[config.mk]
export PLATFORM = sky130hd
export DESIGN_NAME = scalar_kalman_filter_flat
export DESIGN_NICKNAME = d
export VERILOG_FILES = /design/src/rtl/skf_pkg.sv /design/src/rtl/skf_intf.sv /design/src/rtl/skf_alu.sv /design/src/rtl/skf_core.sv /design/src/rtl/scalar_kalman_filter.sv /design/src/flat_wrapper.sv
export SDC_FILE = /design/constraint.sdc
export NUM_CORES = 2
export LEC_CHECK = 0
export ABC_AREA = 1
export BUFFER_PORTS_ARGS = -buffer_cell sky130_fd_sc_hd__buf_2
export CAP_MARGIN = 20
export CORE_UTILIZATION = 55
export DETAILED_ROUTE_END_ITERATION = 10
export HOLD_SLACK_MARGIN = 0.08
export PLACE_DENSITY = 0.72
export SLEW_MARGIN = 20
export SYNTH_ARGS = -nofsm -noshare
export SYNTH_HDL_FRONTEND = slang
export SYNTH_SLANG_ARGS = --single-unit
[constraint.sdc]
create_clock -name clock -period 22.1 [get_ports clock]
set_input_delay 4.42 -clock clock [delete_from_list [all_inputs] [get_ports clock]]
set_output_delay 4.42 -clock clock [all_outputs]
set_load 0.005 [all_outputs]
[src/rtl/skf_pkg.sv]
// shared types, codes and constants of the scalar kalman filter
package skf_pkg;

   localparam int DATA_WIDTH_DEF  = 32;
   localparam int FRAC_BITS_DEF   = 16;
   localparam int GAIN_BITS       = 16;
   localparam int GAIN_WIDTH      = GAIN_BITS + 1;
   localparam int CNT_WIDTH       = $clog2(GAIN_BITS + 1);
   localparam int CSR_INDEX_WIDTH = 2;

   localparam logic [GAIN_WIDTH-1:0] GAIN_ONE = GAIN_WIDTH'(1) << GAIN_BITS;

   typedef enum logic [1:0] {
      STAT_OK       = 2'd0,
      STAT_ZERO_DEN = 2'd1,
      STAT_OVERFLOW = 2'd2,
      STAT_HALTED   = 2'd3
   } status_type;

   typedef enum logic [CSR_INDEX_WIDTH-1:0] {
      REG_PROCESS_NOISE     = 2'd0,
      REG_MEASUREMENT_NOISE = 2'd1,
      REG_INIT_ESTIMATE     = 2'd2,
      REG_INIT_COVARIANCE   = 2'd3
   } csr_index_type;

   typedef enum logic [1:0] {
      ALU_ADD = 2'd0,
      ALU_SUB = 2'd1,
      ALU_MUL = 2'd2
   } alu_op_type;

   typedef enum logic [3:0] {
      S_IDLE  = 4'd0,
      S_PRED  = 4'd1,
      S_DEN   = 4'd2,
      S_DIV   = 4'd3,
      S_DIFF  = 4'd4,
      S_NEG   = 4'd5,
      S_MULD  = 4'd6,
      S_UPD   = 4'd7,
      S_ONEMK = 4'd8,
      S_MULP  = 4'd9,
      S_DONE  = 4'd10
   } state_type;

   typedef struct packed {
      logic load_estimate;
      logic load_covariance;
   } csr_load_type;

endpackage

[src/rtl/skf_intf.sv]
// measurement and result channel interfaces
interface skf_req_if #(
   parameter int DATA_WIDTH = skf_pkg::DATA_WIDTH_DEF
);
   logic                         valid;
   logic                         ready;
   logic signed [DATA_WIDTH-1:0] measurement;

   modport source (output valid, output measurement, input ready);
   modport sink   (input valid, input measurement, output ready);
endinterface

interface skf_rsp_if #(
   parameter int DATA_WIDTH = skf_pkg::DATA_WIDTH_DEF
);
   logic                              valid;
   logic                              ready;
   logic signed [DATA_WIDTH-1:0]      estimate;
   logic        [DATA_WIDTH-1:0]      error_covariance;
   logic [skf_pkg::GAIN_WIDTH-1:0]    gain;
   logic [1:0]                        status;

   modport source (output valid, output estimate, output error_covariance,
                   output gain, output status, input ready);
   modport sink   (input valid, input estimate, input error_covariance,
                   input gain, input status, output ready);
endinterface

[src/rtl/skf_alu.sv]
// shared add, subtract and gain-multiply unit
module skf_alu #(
   parameter int DATA_WIDTH = skf_pkg::DATA_WIDTH_DEF
) (
   input  skf_pkg::alu_op_type    op,
   input  logic [DATA_WIDTH+1:0]  a,
   input  logic [DATA_WIDTH+1:0]  b,
   output logic [DATA_WIDTH+2:0]  res
);
   localparam int AW = DATA_WIDTH + 2;
   localparam int PW = DATA_WIDTH + 1 + skf_pkg::GAIN_WIDTH;

   logic [PW-1:0] prod;

   // gain product, floor(a * b / 2^gain_bits)
   assign prod = PW'(a[DATA_WIDTH:0]) * PW'(b[skf_pkg::GAIN_WIDTH-1:0]);

   always_comb begin
      unique case (op)
         skf_pkg::ALU_ADD: res = {1'b0, a} + {1'b0, b};
         skf_pkg::ALU_SUB: res = {1'b0, a} - {1'b0, b};
         skf_pkg::ALU_MUL: res = (AW+1)'(prod >> skf_pkg::GAIN_BITS);
         default:          res = '0;
      endcase
   end
endmodule

[src/rtl/skf_core.sv]
// sequencer and working registers of one filter recursion
module skf_core #(
   parameter int                    DATA_WIDTH = skf_pkg::DATA_WIDTH_DEF,
   parameter logic [DATA_WIDTH-1:0] EST_RESET  = '0,
   parameter logic [DATA_WIDTH-1:0] COV_RESET  = '0
) (
   input  logic                                clock,
   input  logic                                reset,
   input  logic                                req_valid,
   output logic                                req_ready,
   input  logic [DATA_WIDTH-1:0]               req_measurement,
   output logic                                rsp_valid,
   input  logic                                rsp_ready,
   output logic [DATA_WIDTH-1:0]               rsp_estimate,
   output logic [DATA_WIDTH-1:0]               rsp_error_covariance,
   output logic [skf_pkg::GAIN_WIDTH-1:0]      rsp_gain,
   output logic [1:0]                          rsp_status,
   input  logic [DATA_WIDTH-1:0]               process_noise,
   input  logic [DATA_WIDTH-1:0]               measurement_noise,
   input  skf_pkg::csr_load_type               csr_load,
   input  logic [DATA_WIDTH-1:0]               load_data
);
   localparam int W  = DATA_WIDTH;
   localparam int AW = DATA_WIDTH + 2;
   localparam int GW = skf_pkg::GAIN_WIDTH;
   localparam int CW = skf_pkg::CNT_WIDTH;

   skf_pkg::state_type  state_ff, state_in;
   skf_pkg::status_type status_ff, status_in;
   skf_pkg::alu_op_type alu_op;
   logic [AW-1:0]       alu_a, alu_b;
   logic [AW:0]         alu_res;
   logic                out_load;
   logic                upd_ovf;
   logic [AW-1:0]       div_trial;

   logic [W-1:0]   est_ff, est_in;
   logic [W-1:0]   cov_ff, cov_in;
   logic           halted_ff, halted_in;
   logic [W-1:0]   m_ff, m_in;
   logic [W:0]     p1_ff, p1_in;
   logic [W:0]     den_ff, den_in;
   logic [AW-1:0]  rem_ff, rem_in;
   logic [GW-1:0]  k_ff, k_in;
   logic [CW-1:0]  cnt_ff, cnt_in;
   logic [W:0]     diff_ff, diff_in;
   logic [W:0]     mag_ff, mag_in;
   logic           neg_ff, neg_in;
   logic [W:0]     delta_ff, delta_in;
   logic [W-1:0]   xnew_ff, xnew_in;
   logic [GW-1:0]  omk_ff, omk_in;
   logic [W-1:0]   pnew_ff, pnew_in;

   logic                   rsp_valid_ff, rsp_valid_in;
   logic [W-1:0]           rsp_est_ff, rsp_est_in;
   logic [W-1:0]           rsp_cov_ff, rsp_cov_in;
   logic [GW-1:0]          rsp_gain_ff, rsp_gain_in;
   skf_pkg::status_type    rsp_status_ff, rsp_status_in;

   skf_alu #(.DATA_WIDTH(DATA_WIDTH)) u_alu (
      .op  (alu_op),
      .a   (alu_a),
      .b   (alu_b),
      .res (alu_res)
   );

   // first divide step compares without a shift
   assign div_trial = (cnt_ff == '0) ? rem_ff : {rem_ff[AW-2:0], 1'b0};
   // new estimate must fit the signed data width
   assign upd_ovf = !((alu_res[AW-1:W-1] == '0) || (alu_res[AW-1:W-1] == '1));

   // next state
   always_comb begin
      state_in = state_ff;
      unique case (state_ff)
         skf_pkg::S_IDLE:  if (req_valid) begin
            state_in = halted_ff ? skf_pkg::S_DONE : skf_pkg::S_PRED;
         end
         skf_pkg::S_PRED:  state_in = alu_res[W] ? skf_pkg::S_DONE : skf_pkg::S_DEN;
         skf_pkg::S_DEN:   state_in = (alu_res == '0) ? skf_pkg::S_DONE : skf_pkg::S_DIV;
         skf_pkg::S_DIV:   if (cnt_ff == CW'(skf_pkg::GAIN_BITS)) begin
            state_in = skf_pkg::S_DIFF;
         end
         skf_pkg::S_DIFF:  state_in = alu_res[W] ? skf_pkg::S_NEG : skf_pkg::S_MULD;
         skf_pkg::S_NEG:   state_in = skf_pkg::S_MULD;
         skf_pkg::S_MULD:  state_in = skf_pkg::S_UPD;
         skf_pkg::S_UPD:   state_in = upd_ovf ? skf_pkg::S_DONE : skf_pkg::S_ONEMK;
         skf_pkg::S_ONEMK: state_in = skf_pkg::S_MULP;
         skf_pkg::S_MULP:  state_in = skf_pkg::S_DONE;
         skf_pkg::S_DONE:  if (out_load) begin
            state_in = skf_pkg::S_IDLE;
         end
         default:          state_in = skf_pkg::S_IDLE;
      endcase
   end

   // sequencer outputs: handshake and shared unit operands
   always_comb begin
      req_ready = 1'b0;
      out_load  = 1'b0;
      alu_op    = skf_pkg::ALU_ADD;
      alu_a     = '0;
      alu_b     = '0;
      unique case (state_ff)
         skf_pkg::S_IDLE: req_ready = 1'b1;
         skf_pkg::S_PRED: begin
            alu_a = AW'(cov_ff);
            alu_b = AW'(process_noise);
         end
         skf_pkg::S_DEN: begin
            alu_a = AW'(p1_ff);
            alu_b = AW'(measurement_noise);
         end
         skf_pkg::S_DIV: begin
            alu_op = skf_pkg::ALU_SUB;
            alu_a  = div_trial;
            alu_b  = AW'(den_ff);
         end
         skf_pkg::S_DIFF: begin
            alu_op = skf_pkg::ALU_SUB;
            alu_a  = {{2{m_ff[W-1]}}, m_ff};
            alu_b  = {{2{est_ff[W-1]}}, est_ff};
         end
         skf_pkg::S_NEG: begin
            alu_op = skf_pkg::ALU_SUB;
            alu_b  = {diff_ff[W], diff_ff};
         end
         skf_pkg::S_MULD: begin
            alu_op = skf_pkg::ALU_MUL;
            alu_a  = AW'(mag_ff);
            alu_b  = AW'(k_ff);
         end
         skf_pkg::S_UPD: begin
            alu_op = neg_ff ? skf_pkg::ALU_SUB : skf_pkg::ALU_ADD;
            alu_a  = {{2{est_ff[W-1]}}, est_ff};
            alu_b  = AW'(delta_ff);
         end
         skf_pkg::S_ONEMK: begin
            alu_op = skf_pkg::ALU_SUB;
            alu_a  = AW'(skf_pkg::GAIN_ONE);
            alu_b  = AW'(k_ff);
         end
         skf_pkg::S_MULP: begin
            alu_op = skf_pkg::ALU_MUL;
            alu_a  = AW'(p1_ff);
            alu_b  = AW'(omk_ff);
         end
         skf_pkg::S_DONE: out_load = !rsp_valid_ff || rsp_ready;
         default: ;
      endcase
   end

   // working registers
   always_comb begin
      status_in     = status_ff;
      est_in        = est_ff;
      cov_in        = cov_ff;
      halted_in     = halted_ff;
      m_in          = m_ff;
      p1_in         = p1_ff;
      den_in        = den_ff;
      rem_in        = rem_ff;
      k_in          = k_ff;
      cnt_in        = cnt_ff;
      diff_in       = diff_ff;
      mag_in        = mag_ff;
      neg_in        = neg_ff;
      delta_in      = delta_ff;
      xnew_in       = xnew_ff;
      omk_in        = omk_ff;
      pnew_in       = pnew_ff;
      rsp_est_in    = rsp_est_ff;
      rsp_cov_in    = rsp_cov_ff;
      rsp_gain_in   = rsp_gain_ff;
      rsp_status_in = rsp_status_ff;
      rsp_valid_in  = rsp_ready ? 1'b0 : rsp_valid_ff;

      unique case (state_ff)
         skf_pkg::S_IDLE: begin
            m_in      = req_measurement;
            status_in = halted_ff ? skf_pkg::STAT_HALTED : skf_pkg::STAT_OK;
         end
         skf_pkg::S_PRED: begin
            p1_in = alu_res[W:0];
            if (alu_res[W]) begin
               status_in = skf_pkg::STAT_OVERFLOW;
            end
         end
         skf_pkg::S_DEN: begin
            den_in = alu_res[W:0];
            rem_in = AW'(p1_ff);
            k_in   = '0;
            cnt_in = '0;
            if (alu_res == '0) begin
               status_in = skf_pkg::STAT_ZERO_DEN;
            end
         end
         skf_pkg::S_DIV: begin
            cnt_in = cnt_ff + CW'(1);
            if (!alu_res[AW]) begin
               rem_in = alu_res[AW-1:0];
               k_in   = {k_ff[GW-2:0], 1'b1};
            end else begin
               rem_in = div_trial;
               k_in   = {k_ff[GW-2:0], 1'b0};
            end
         end
         skf_pkg::S_DIFF: begin
            diff_in = alu_res[W:0];
            mag_in  = alu_res[W:0];
            neg_in  = alu_res[W];
         end
         skf_pkg::S_NEG:   mag_in = alu_res[W:0];
         skf_pkg::S_MULD:  delta_in = alu_res[W:0];
         skf_pkg::S_UPD: begin
            xnew_in = alu_res[W-1:0];
            if (upd_ovf) begin
               status_in = skf_pkg::STAT_OVERFLOW;
            end
         end
         skf_pkg::S_ONEMK: omk_in = alu_res[GW-1:0];
         skf_pkg::S_MULP: begin
            pnew_in = alu_res[W-1:0];
            if (alu_res[AW:W] != '0) begin
               status_in = skf_pkg::STAT_OVERFLOW;
            end
         end
         skf_pkg::S_DONE: if (out_load) begin
            rsp_valid_in  = 1'b1;
            rsp_status_in = status_ff;
            if (status_ff == skf_pkg::STAT_OK) begin
               est_in      = xnew_ff;
               cov_in      = pnew_ff;
               rsp_est_in  = xnew_ff;
               rsp_cov_in  = pnew_ff;
               rsp_gain_in = k_ff;
            end else begin
               halted_in   = 1'b1;
               rsp_est_in  = est_ff;
               rsp_cov_in  = cov_ff;
               rsp_gain_in = '0;
            end
         end
         default: ;
      endcase

      // reload of the starting values clears the halt
      if (csr_load.load_estimate) begin
         est_in    = load_data;
         halted_in = 1'b0;
      end
      if (csr_load.load_covariance) begin
         cov_in    = load_data;
         halted_in = 1'b0;
      end
   end

   always_ff @(posedge clock) begin
      if (reset) begin
         state_ff     <= skf_pkg::S_IDLE;
         rsp_valid_ff <= 1'b0;
         halted_ff    <= 1'b0;
         est_ff       <= EST_RESET;
         cov_ff       <= COV_RESET;
      end else begin
         state_ff     <= state_in;
         rsp_valid_ff <= rsp_valid_in;
         halted_ff    <= halted_in;
         est_ff       <= est_in;
         cov_ff       <= cov_in;
      end
   end

   always_ff @(posedge clock) begin
      status_ff     <= status_in;
      m_ff          <= m_in;
      p1_ff         <= p1_in;
      den_ff        <= den_in;
      rem_ff        <= rem_in;
      k_ff          <= k_in;
      cnt_ff        <= cnt_in;
      diff_ff       <= diff_in;
      mag_ff        <= mag_in;
      neg_ff        <= neg_in;
      delta_ff      <= delta_in;
      xnew_ff       <= xnew_in;
      omk_ff        <= omk_in;
      pnew_ff       <= pnew_in;
      rsp_est_ff    <= rsp_est_in;
      rsp_cov_ff    <= rsp_cov_in;
      rsp_gain_ff   <= rsp_gain_in;
      rsp_status_ff <= rsp_status_in;
   end

   assign rsp_valid            = rsp_valid_ff;
   assign rsp_estimate         = rsp_est_ff;
   assign rsp_error_covariance = rsp_cov_ff;
   assign rsp_gain             = rsp_gain_ff;
   assign rsp_status           = rsp_status_ff;

`ifndef SYNTHESIS
   a_div_rem_below_den: assert property (@(posedge clock) disable iff (reset)
      (state_ff == skf_pkg::S_DIV && cnt_ff != '0) |-> (rem_ff < AW'(den_ff)))
      else $error("divider remainder not below denominator");

   a_gain_at_most_one: assert property (@(posedge clock) disable iff (reset)
      (state_ff == skf_pkg::S_DIFF) |-> (k_ff <= skf_pkg::GAIN_ONE))
      else $error("gain above one after divide");

   a_error_gain_zero: assert property (@(posedge clock) disable iff (reset)
      (rsp_valid_ff && rsp_status_ff != skf_pkg::STAT_OK) |-> (rsp_gain_ff == '0))
      else $error("failed step reports nonzero gain");

   a_halt_after_error: assert property (@(posedge clock) disable iff (reset)
      (out_load && status_ff != skf_pkg::STAT_OK && !csr_load.load_estimate
       && !csr_load.load_covariance) |=> halted_ff)
      else $error("halt not set after failed step");
`endif
endmodule

[src/rtl/scalar_kalman_filter.sv]
// Scalar Kalman filter, one recursion per measurement transfer.
//
// req_if carries one signed measurement per transfer; rsp_if returns one
// result per measurement: the updated estimate, error covariance, the gain
// used (unsigned Q1.16) and a status code. csr_wr_en writes register
// csr_index (process noise, measurement noise, starting estimate, starting
// covariance) with csr_wr_data; writing either starting value reloads the
// filter state and clears a sticky halt. Write registers only while idle.
//
// A recursion runs a 17-step restoring gain divide on the shared
// add/subtract/multiply unit and adds a negate step when the measurement
// lies below the estimate; a halted filter skips straight to its result.
// A new measurement is taken only in the cycle after the result is
// registered, so one measurement is finished before the next is taken.
//
// Reset is synchronous and restores the default noises and starting state.
// If the receiver stalls, the result waits in the output register; the next
// measurement is still taken and processed, and its result waits for the slot.
module scalar_kalman_filter #(
   parameter int DATA_WIDTH = skf_pkg::DATA_WIDTH_DEF,
   parameter int FRAC_BITS  = skf_pkg::FRAC_BITS_DEF
) (
   input  logic                                  clock,
   input  logic                                  reset,
   skf_req_if.sink                               req_if,
   skf_rsp_if.source                             rsp_if,
   input  logic                                  csr_wr_en,
   input  logic [skf_pkg::CSR_INDEX_WIDTH-1:0]   csr_index,
   input  logic [DATA_WIDTH-1:0]                 csr_wr_data
);
   // 0.1 and 5.0 in the chosen fixed-point format
   localparam logic [DATA_WIDTH-1:0] NOISE_RESET =
      DATA_WIDTH'(((64'd1 << FRAC_BITS) + 64'd5) / 64'd10);
   localparam logic [DATA_WIDTH-1:0] EST_RESET = DATA_WIDTH'(64'd5 << FRAC_BITS);

   logic [DATA_WIDTH-1:0]  q_ff, q_in;
   logic [DATA_WIDTH-1:0]  r_ff, r_in;
   skf_pkg::csr_load_type  csr_load;

   always_comb begin
      q_in     = q_ff;
      r_in     = r_ff;
      csr_load = '0;
      if (csr_wr_en) begin
         unique case (skf_pkg::csr_index_type'(csr_index))
            skf_pkg::REG_PROCESS_NOISE:     q_in = csr_wr_data;
            skf_pkg::REG_MEASUREMENT_NOISE: r_in = csr_wr_data;
            skf_pkg::REG_INIT_ESTIMATE:     csr_load.load_estimate = 1'b1;
            skf_pkg::REG_INIT_COVARIANCE:   csr_load.load_covariance = 1'b1;
            default: ;
         endcase
      end
   end

   always_ff @(posedge clock) begin
      if (reset) begin
         q_ff <= NOISE_RESET;
         r_ff <= NOISE_RESET;
      end else begin
         q_ff <= q_in;
         r_ff <= r_in;
      end
   end

   skf_core #(
      .DATA_WIDTH (DATA_WIDTH),
      .EST_RESET  (EST_RESET),
      .COV_RESET  (NOISE_RESET)
   ) u_core (
      .clock                (clock),
      .reset                (reset),
      .req_valid            (req_if.valid),
      .req_ready            (req_if.ready),
      .req_measurement      (req_if.measurement),
      .rsp_valid            (rsp_if.valid),
      .rsp_ready            (rsp_if.ready),
      .rsp_estimate         (rsp_if.estimate),
      .rsp_error_covariance (rsp_if.error_covariance),
      .rsp_gain             (rsp_if.gain),
      .rsp_status           (rsp_if.status),
      .process_noise        (q_ff),
      .measurement_noise    (r_ff),
      .csr_load             (csr_load),
      .load_data            (csr_wr_data)
   );
endmodule

[src/flat_wrapper.sv]
// flat-port wrapper written by rule: the top's interface ports become plain ports
module scalar_kalman_filter_flat 
#(
   parameter int DATA_WIDTH = skf_pkg::DATA_WIDTH_DEF,
   parameter int FRAC_BITS  = skf_pkg::FRAC_BITS_DEF
)
  (clock, reset, csr_wr_en, csr_index, csr_wr_data, req_if_valid, req_if_measurement, req_if_ready, rsp_if_valid, rsp_if_estimate, rsp_if_error_covariance, rsp_if_gain, rsp_if_status, rsp_if_ready);
  skf_req_if #(.DATA_WIDTH(DATA_WIDTH)) req_if_i ();
  skf_rsp_if #(.DATA_WIDTH(DATA_WIDTH)) rsp_if_i ();
  input  logic clock;
  input  logic reset;
  input  logic csr_wr_en;
  input  logic [skf_pkg::CSR_INDEX_WIDTH-1:0] csr_index;
  input  logic [DATA_WIDTH-1:0] csr_wr_data;
  input wire logic [$bits(req_if_i.valid)-1:0] req_if_valid;
  input wire logic [$bits(req_if_i.measurement)-1:0] req_if_measurement;
  output wire logic [$bits(req_if_i.ready)-1:0] req_if_ready;
  output wire logic [$bits(rsp_if_i.valid)-1:0] rsp_if_valid;
  output wire logic [$bits(rsp_if_i.estimate)-1:0] rsp_if_estimate;
  output wire logic [$bits(rsp_if_i.error_covariance)-1:0] rsp_if_error_covariance;
  output wire logic [$bits(rsp_if_i.gain)-1:0] rsp_if_gain;
  output wire logic [$bits(rsp_if_i.status)-1:0] rsp_if_status;
  input wire logic [$bits(rsp_if_i.ready)-1:0] rsp_if_ready;
  assign req_if_i.valid = req_if_valid;
  assign req_if_i.measurement = req_if_measurement;
  assign req_if_ready = req_if_i.ready;
  assign rsp_if_valid = rsp_if_i.valid;
  assign rsp_if_estimate = rsp_if_i.estimate;
  assign rsp_if_error_covariance = rsp_if_i.error_covariance;
  assign rsp_if_gain = rsp_if_i.gain;
  assign rsp_if_status = rsp_if_i.status;
  assign rsp_if_i.ready = rsp_if_ready;
  scalar_kalman_filter #(.DATA_WIDTH(DATA_WIDTH), .FRAC_BITS(FRAC_BITS)) u_core (.clock(clock), .reset(reset), .req_if(req_if_i), .rsp_if(rsp_if_i), .csr_wr_en(csr_wr_en), .csr_index(csr_index), .csr_wr_data(csr_wr_data));
endmodule
==> flow_results.org <==
** Status
- The flow ran to the end, and the final reports show no timing, DRC or antenna violations.

** Yosys
- In the synthesized netlist the dominant register cell turns out to be edfxtp_1.
- After synthesis, flip-flops and latches occupy 33.3% of the total area.
- Top cells by area, synth :: edfxtp_1, fa_1, nand2_1, inv_1, dfxtp_1
- Counting every net in the synthesized netlist gives 6391.
- Post-synthesis register bit count :: 553
- Share of async-settable or async-resettable flops after synthesis :: 0%
- Number of synthesized flops with an enable pin :: 419
- In this run the mean area of a mapped cell was 8.03 µm².
- Share of the synthesized area in the top cell type :: 27.5%
- Synthesis produced 5698 cells.
- The cell area that synthesis handed to floorplanning was 0.0458 mm².
- Synthesis warning total :: 0
- Synth unique cells :: 57
- Largest area contributor in the synthesized netlist :: edfxtp_1

** Drt
- Remaining antenna violation count :: 0
- Average routed wire per standard cell :: 21.6 µm
- After detailed routing, the number of remaining DRC violations is 0.
- In this run, the number of DRC markers left after iteration 0 of detailed routing was 4759.
- Total wire length :: 149000 µm
- Using the TritonRoute via totals, the vias-per-cell ratio works out to 5.76.
- The detailed router placed 39611 vias in this run.
- The first detailed-routing pass ran for 6 iterations.

** Power and ir drop
- Internal power contribution :: 3.26 mW
- Peak supply drop :: 0.000189 V
- Combinational logic burns 61.9% of the power.
- For this design the static power due to leakage is 24.3 nW.
- Seq pwr share :: 25.6%
- Net Switching :: 3.66 mW
- Share of power burned in the clock network :: 12.5%
- Switching share of power :: 52.9%
- For this design the ratio of total power to cell area is 140 mW/mm².
- Overall power consumption after layout is estimated at 6.92 mW.

** Global routing
- Largest net degree at the start of global routing :: 74
- The first global-routing pass estimated 228000 µm of wire.
- Total congestion overflow after global routing :: 0
- GRT Overall Usage :: 35.3%
- Number of global-route vias before repair :: 38389
- Initial antenna violation count :: 1

** Finish
- Layout Area Growth over Synthesis :: 7.87%
- Share of post-route cells with drive strength above 1 :: 7.04%
- Commonest cells after routing, fill and taps aside :: nand2_1, inv_1, fa_1
- Leaving out fill and tap cells, the most frequent cell in the layout is nand2_1.
- In the final design database the tool counted 6461 nets.
- Count of fill cells added during filler insertion :: 7264

** Clocking
- In this run, CTS created clock tree buffers numbering 47.
- Buffers added to address setup during post-CTS repair amount to 0.
- Hold buffer count at cts :: 0
- TritonCTS built the clock tree.
- The clock tree synthesis step divided the H-tree into 2 levels.
- For the worst-skew pair, the clock arrives at the later sink with an insertion delay of 0.60 ns.
- CTS saw 553 sinks.
- The clock passes through at most 3 buffers.
- Clock-pin slew was measured on the worst setup and hold paths at 0.07 ns.
- The tree is rooted in a clkbuf_16.
- Post-cts gate resize count :: 0

** Critical path
- Critical path launch point type :: flip-flop
- Cell mode on critical path :: nand2_1
- In this design, the stage delay of the slowest critical-path cell is 0.73 ns.
- Delay-heaviest family, CP :: simple AND/OR/NAND/NOR gates
- STA classifies the critical path endpoint as a flip-flop.
- Worst Path Buf+Inv :: 9
- Data on the critical path arrives at its endpoint at 11.44 ns.
- For the worst setup path, the data required time is 22.36 ns.
- The critical path is of the reg -> reg type.
- Worst path slowest cell :: clkinv_1
- Along the worst path, the maximum fanout reaches 17.

** Timing
- Setup violations remaining at the end of the flow were counted as 0.
- Across the routed clock network, the largest skew measured is 0.0297 ns.
- Summed over all failing endpoints, the final setup total negative slack is 0 ns.
- At the pin with the least slew margin, the transition time is 1.17 ns.
- The hold violation count in the final report came to 0.
- After layout, the worst path uses 50.6% of the clock period.
- Static timing analysis puts the maximum clock frequency at 89.4 MHz.
- Shortest clock period the worst path allows after layout :: 11.18 ns
- Max-slew violation count :: 0
- Relative slew margins :: 21.3%
- Unrepaired setup endpoints after global routing :: false

** Floorplanning
- The die is 291 µm tall.
- Die Span X :: 291 µm
- 156 I/O pins were placed.
- Die outline area :: 0.0844 mm²
- Initial cell density of the core :: 55.7%
- After floorplanning, the core was sized to cover 0.0822 mm².
- After floorplanning, the core was divided into 105 placement rows.

** Worst hold path
- Class of the tightest hold or removal check :: reg -> reg

** Place
- Placed wire-length estimate :: 109000 µm
- Last weighted congestion value of the routability-driven placer :: 1.06
- In this run the tool buffered the top-level ports with 155 buffer cells.

** Flow run
- Max capacitance violation total :: 0
-- synthesized netlist by cell type, drive strengths merged (19+ instances only) --
cell	instances
nand2	1616
inv	1226
fa	463
edfxtp	419
nor2	396
o21ai	289
a21oi	278
nand3	191
ha	159
clkbuf	150
dfxtp	134
buf	68
a221oi	31
nand4	30
o211ai	30
xor2	29
o22ai	23
nand3b	19
-- flip-flops by register name (all words and copies together), names as in the netlist, 5 cells and up --
name                                cells
u_core.u_core.p1_ff                    33
u_core.r_ff                            32
u_core.u_core.rsp_error_covariance     32
u_core.u_core.delta_ff                 33
u_core.u_core.cov_ff                   32
u_core.u_core.est_ff                   32
u_core.u_core.omk_ff                   17
u_core.u_core.den_ff                   33
u_core.u_core.rsp_gain                 17
u_core.u_core.rsp_estimate             32
u_core.q_ff                            32
u_core.u_core.m_ff                     32
u_core.u_core.cnt_ff                    5
u_core.u_core.k_ff                     17
u_core.u_core.diff_ff                  33
u_core.u_core.mag_ff                   33
u_core.u_core.rem_ff                   34
u_core.u_core.xnew_ff                  32
u_core.u_core.pnew_ff                  32
-- layout make-up --
cell class	instances	area [µm²]	area share, %
flip-flops and latches	553	15300	30.9
multi-input cells	3690	25100	50.9
clock inverters	25	240	0.486
diodes	1	2.50	0.00507
inverters	1237	4640	9.40
repair buffers	239	1410	2.86
clock buffers	63	1360	2.75
well taps	1070	1340	2.71
-- stage by stage --
step | hold slack [ns] | utilization (%) | setup WS, ns | instances | cell area, µm²
finish | 0.466 | 60.0 | 10.92 | 6878 | 49400
global route | 0.476 | 60.0 | 10.76 | 6877 | 49400
CTS | 0.467 | 60.0 | 11.42 | 6877 | 49400
detailed placement | 0.457 | 58.1 | 11.43 | 6789 | 47800
global placement | 0.453 | 58.1 | 10.92 | 6788 | 47800
floorplan | 0.425 | - | 12.21 | 5698 | 45800
-- metal layers --
| metal | vias up | global-route usage, % | wire length [µm] |
|---|---|---|---|
| li1 | 17715 | - | - |
| met1 | 19141 | 49.6 | 59400 |
| met2 | 2366 | 55.6 | 67000 |
| met3 | 389 | 5.11 | 15700 |
| met4 | 0 | 13.9 | 6810 |
| met5 | - | 0 | 0 |
-- power by group through the flow --
stage / clock network (mW) / registers [mW] / logic (mW)
after floorplan: 0 / 1.75 / 2.57
after global placement: 0 / 1.78 / 4.06
after detailed placement: 0 / 1.79 / 4.12
after CTS: 0.863 / 1.77 / 4.14
after global routing: 0.901 / 1.78 / 4.58
final: 0.863 / 1.77 / 4.29
-- logic make-up after synthesis --
group | Yosys count | synth area share, %
compound gates | 720 | 8.81
buf+inv | 1455 | 12.2
simple gates | 2303 | 20.2
xor+xnor | 35 | 0.670
mux | 10 | 0.219
fa+ha+maj | 622 | 24.6
flops | 553 | 33.3
-- final timing paths --
kind / cells past startpoint / startpoint / slack (ns) / endpoint
max: 41 / u_core.u_core.state_ff[2]$_SDFFE_PP0P_ / 10.92 / u_core.u_core.status_ff[0]$_DFFE_PP_
min: 2 / u_core.u_core.cov_ff[0]$_SDFFE_PP0P_ / 0.47 / u_core.u_core.cov_ff[0]$_SDFFE_PP0P_
max reg2reg: 41 / u_core.u_core.state_ff[2]$_SDFFE_PP0P_ / 10.92 / u_core.u_core.status_ff[0]$_DFFE_PP_
min reg2reg: 2 / u_core.u_core.cov_ff[0]$_SDFFE_PP0P_ / 0.47 / u_core.u_core.cov_ff[0]$_SDFFE_PP0P_
-- worst min-delay path, stage by stage, from the launching register on --
cell and delay (ns):
dfxtp_1 0.31, nand2_1 0.06, a21oi_1 0.06
Power figures use the tool's default switching activity.
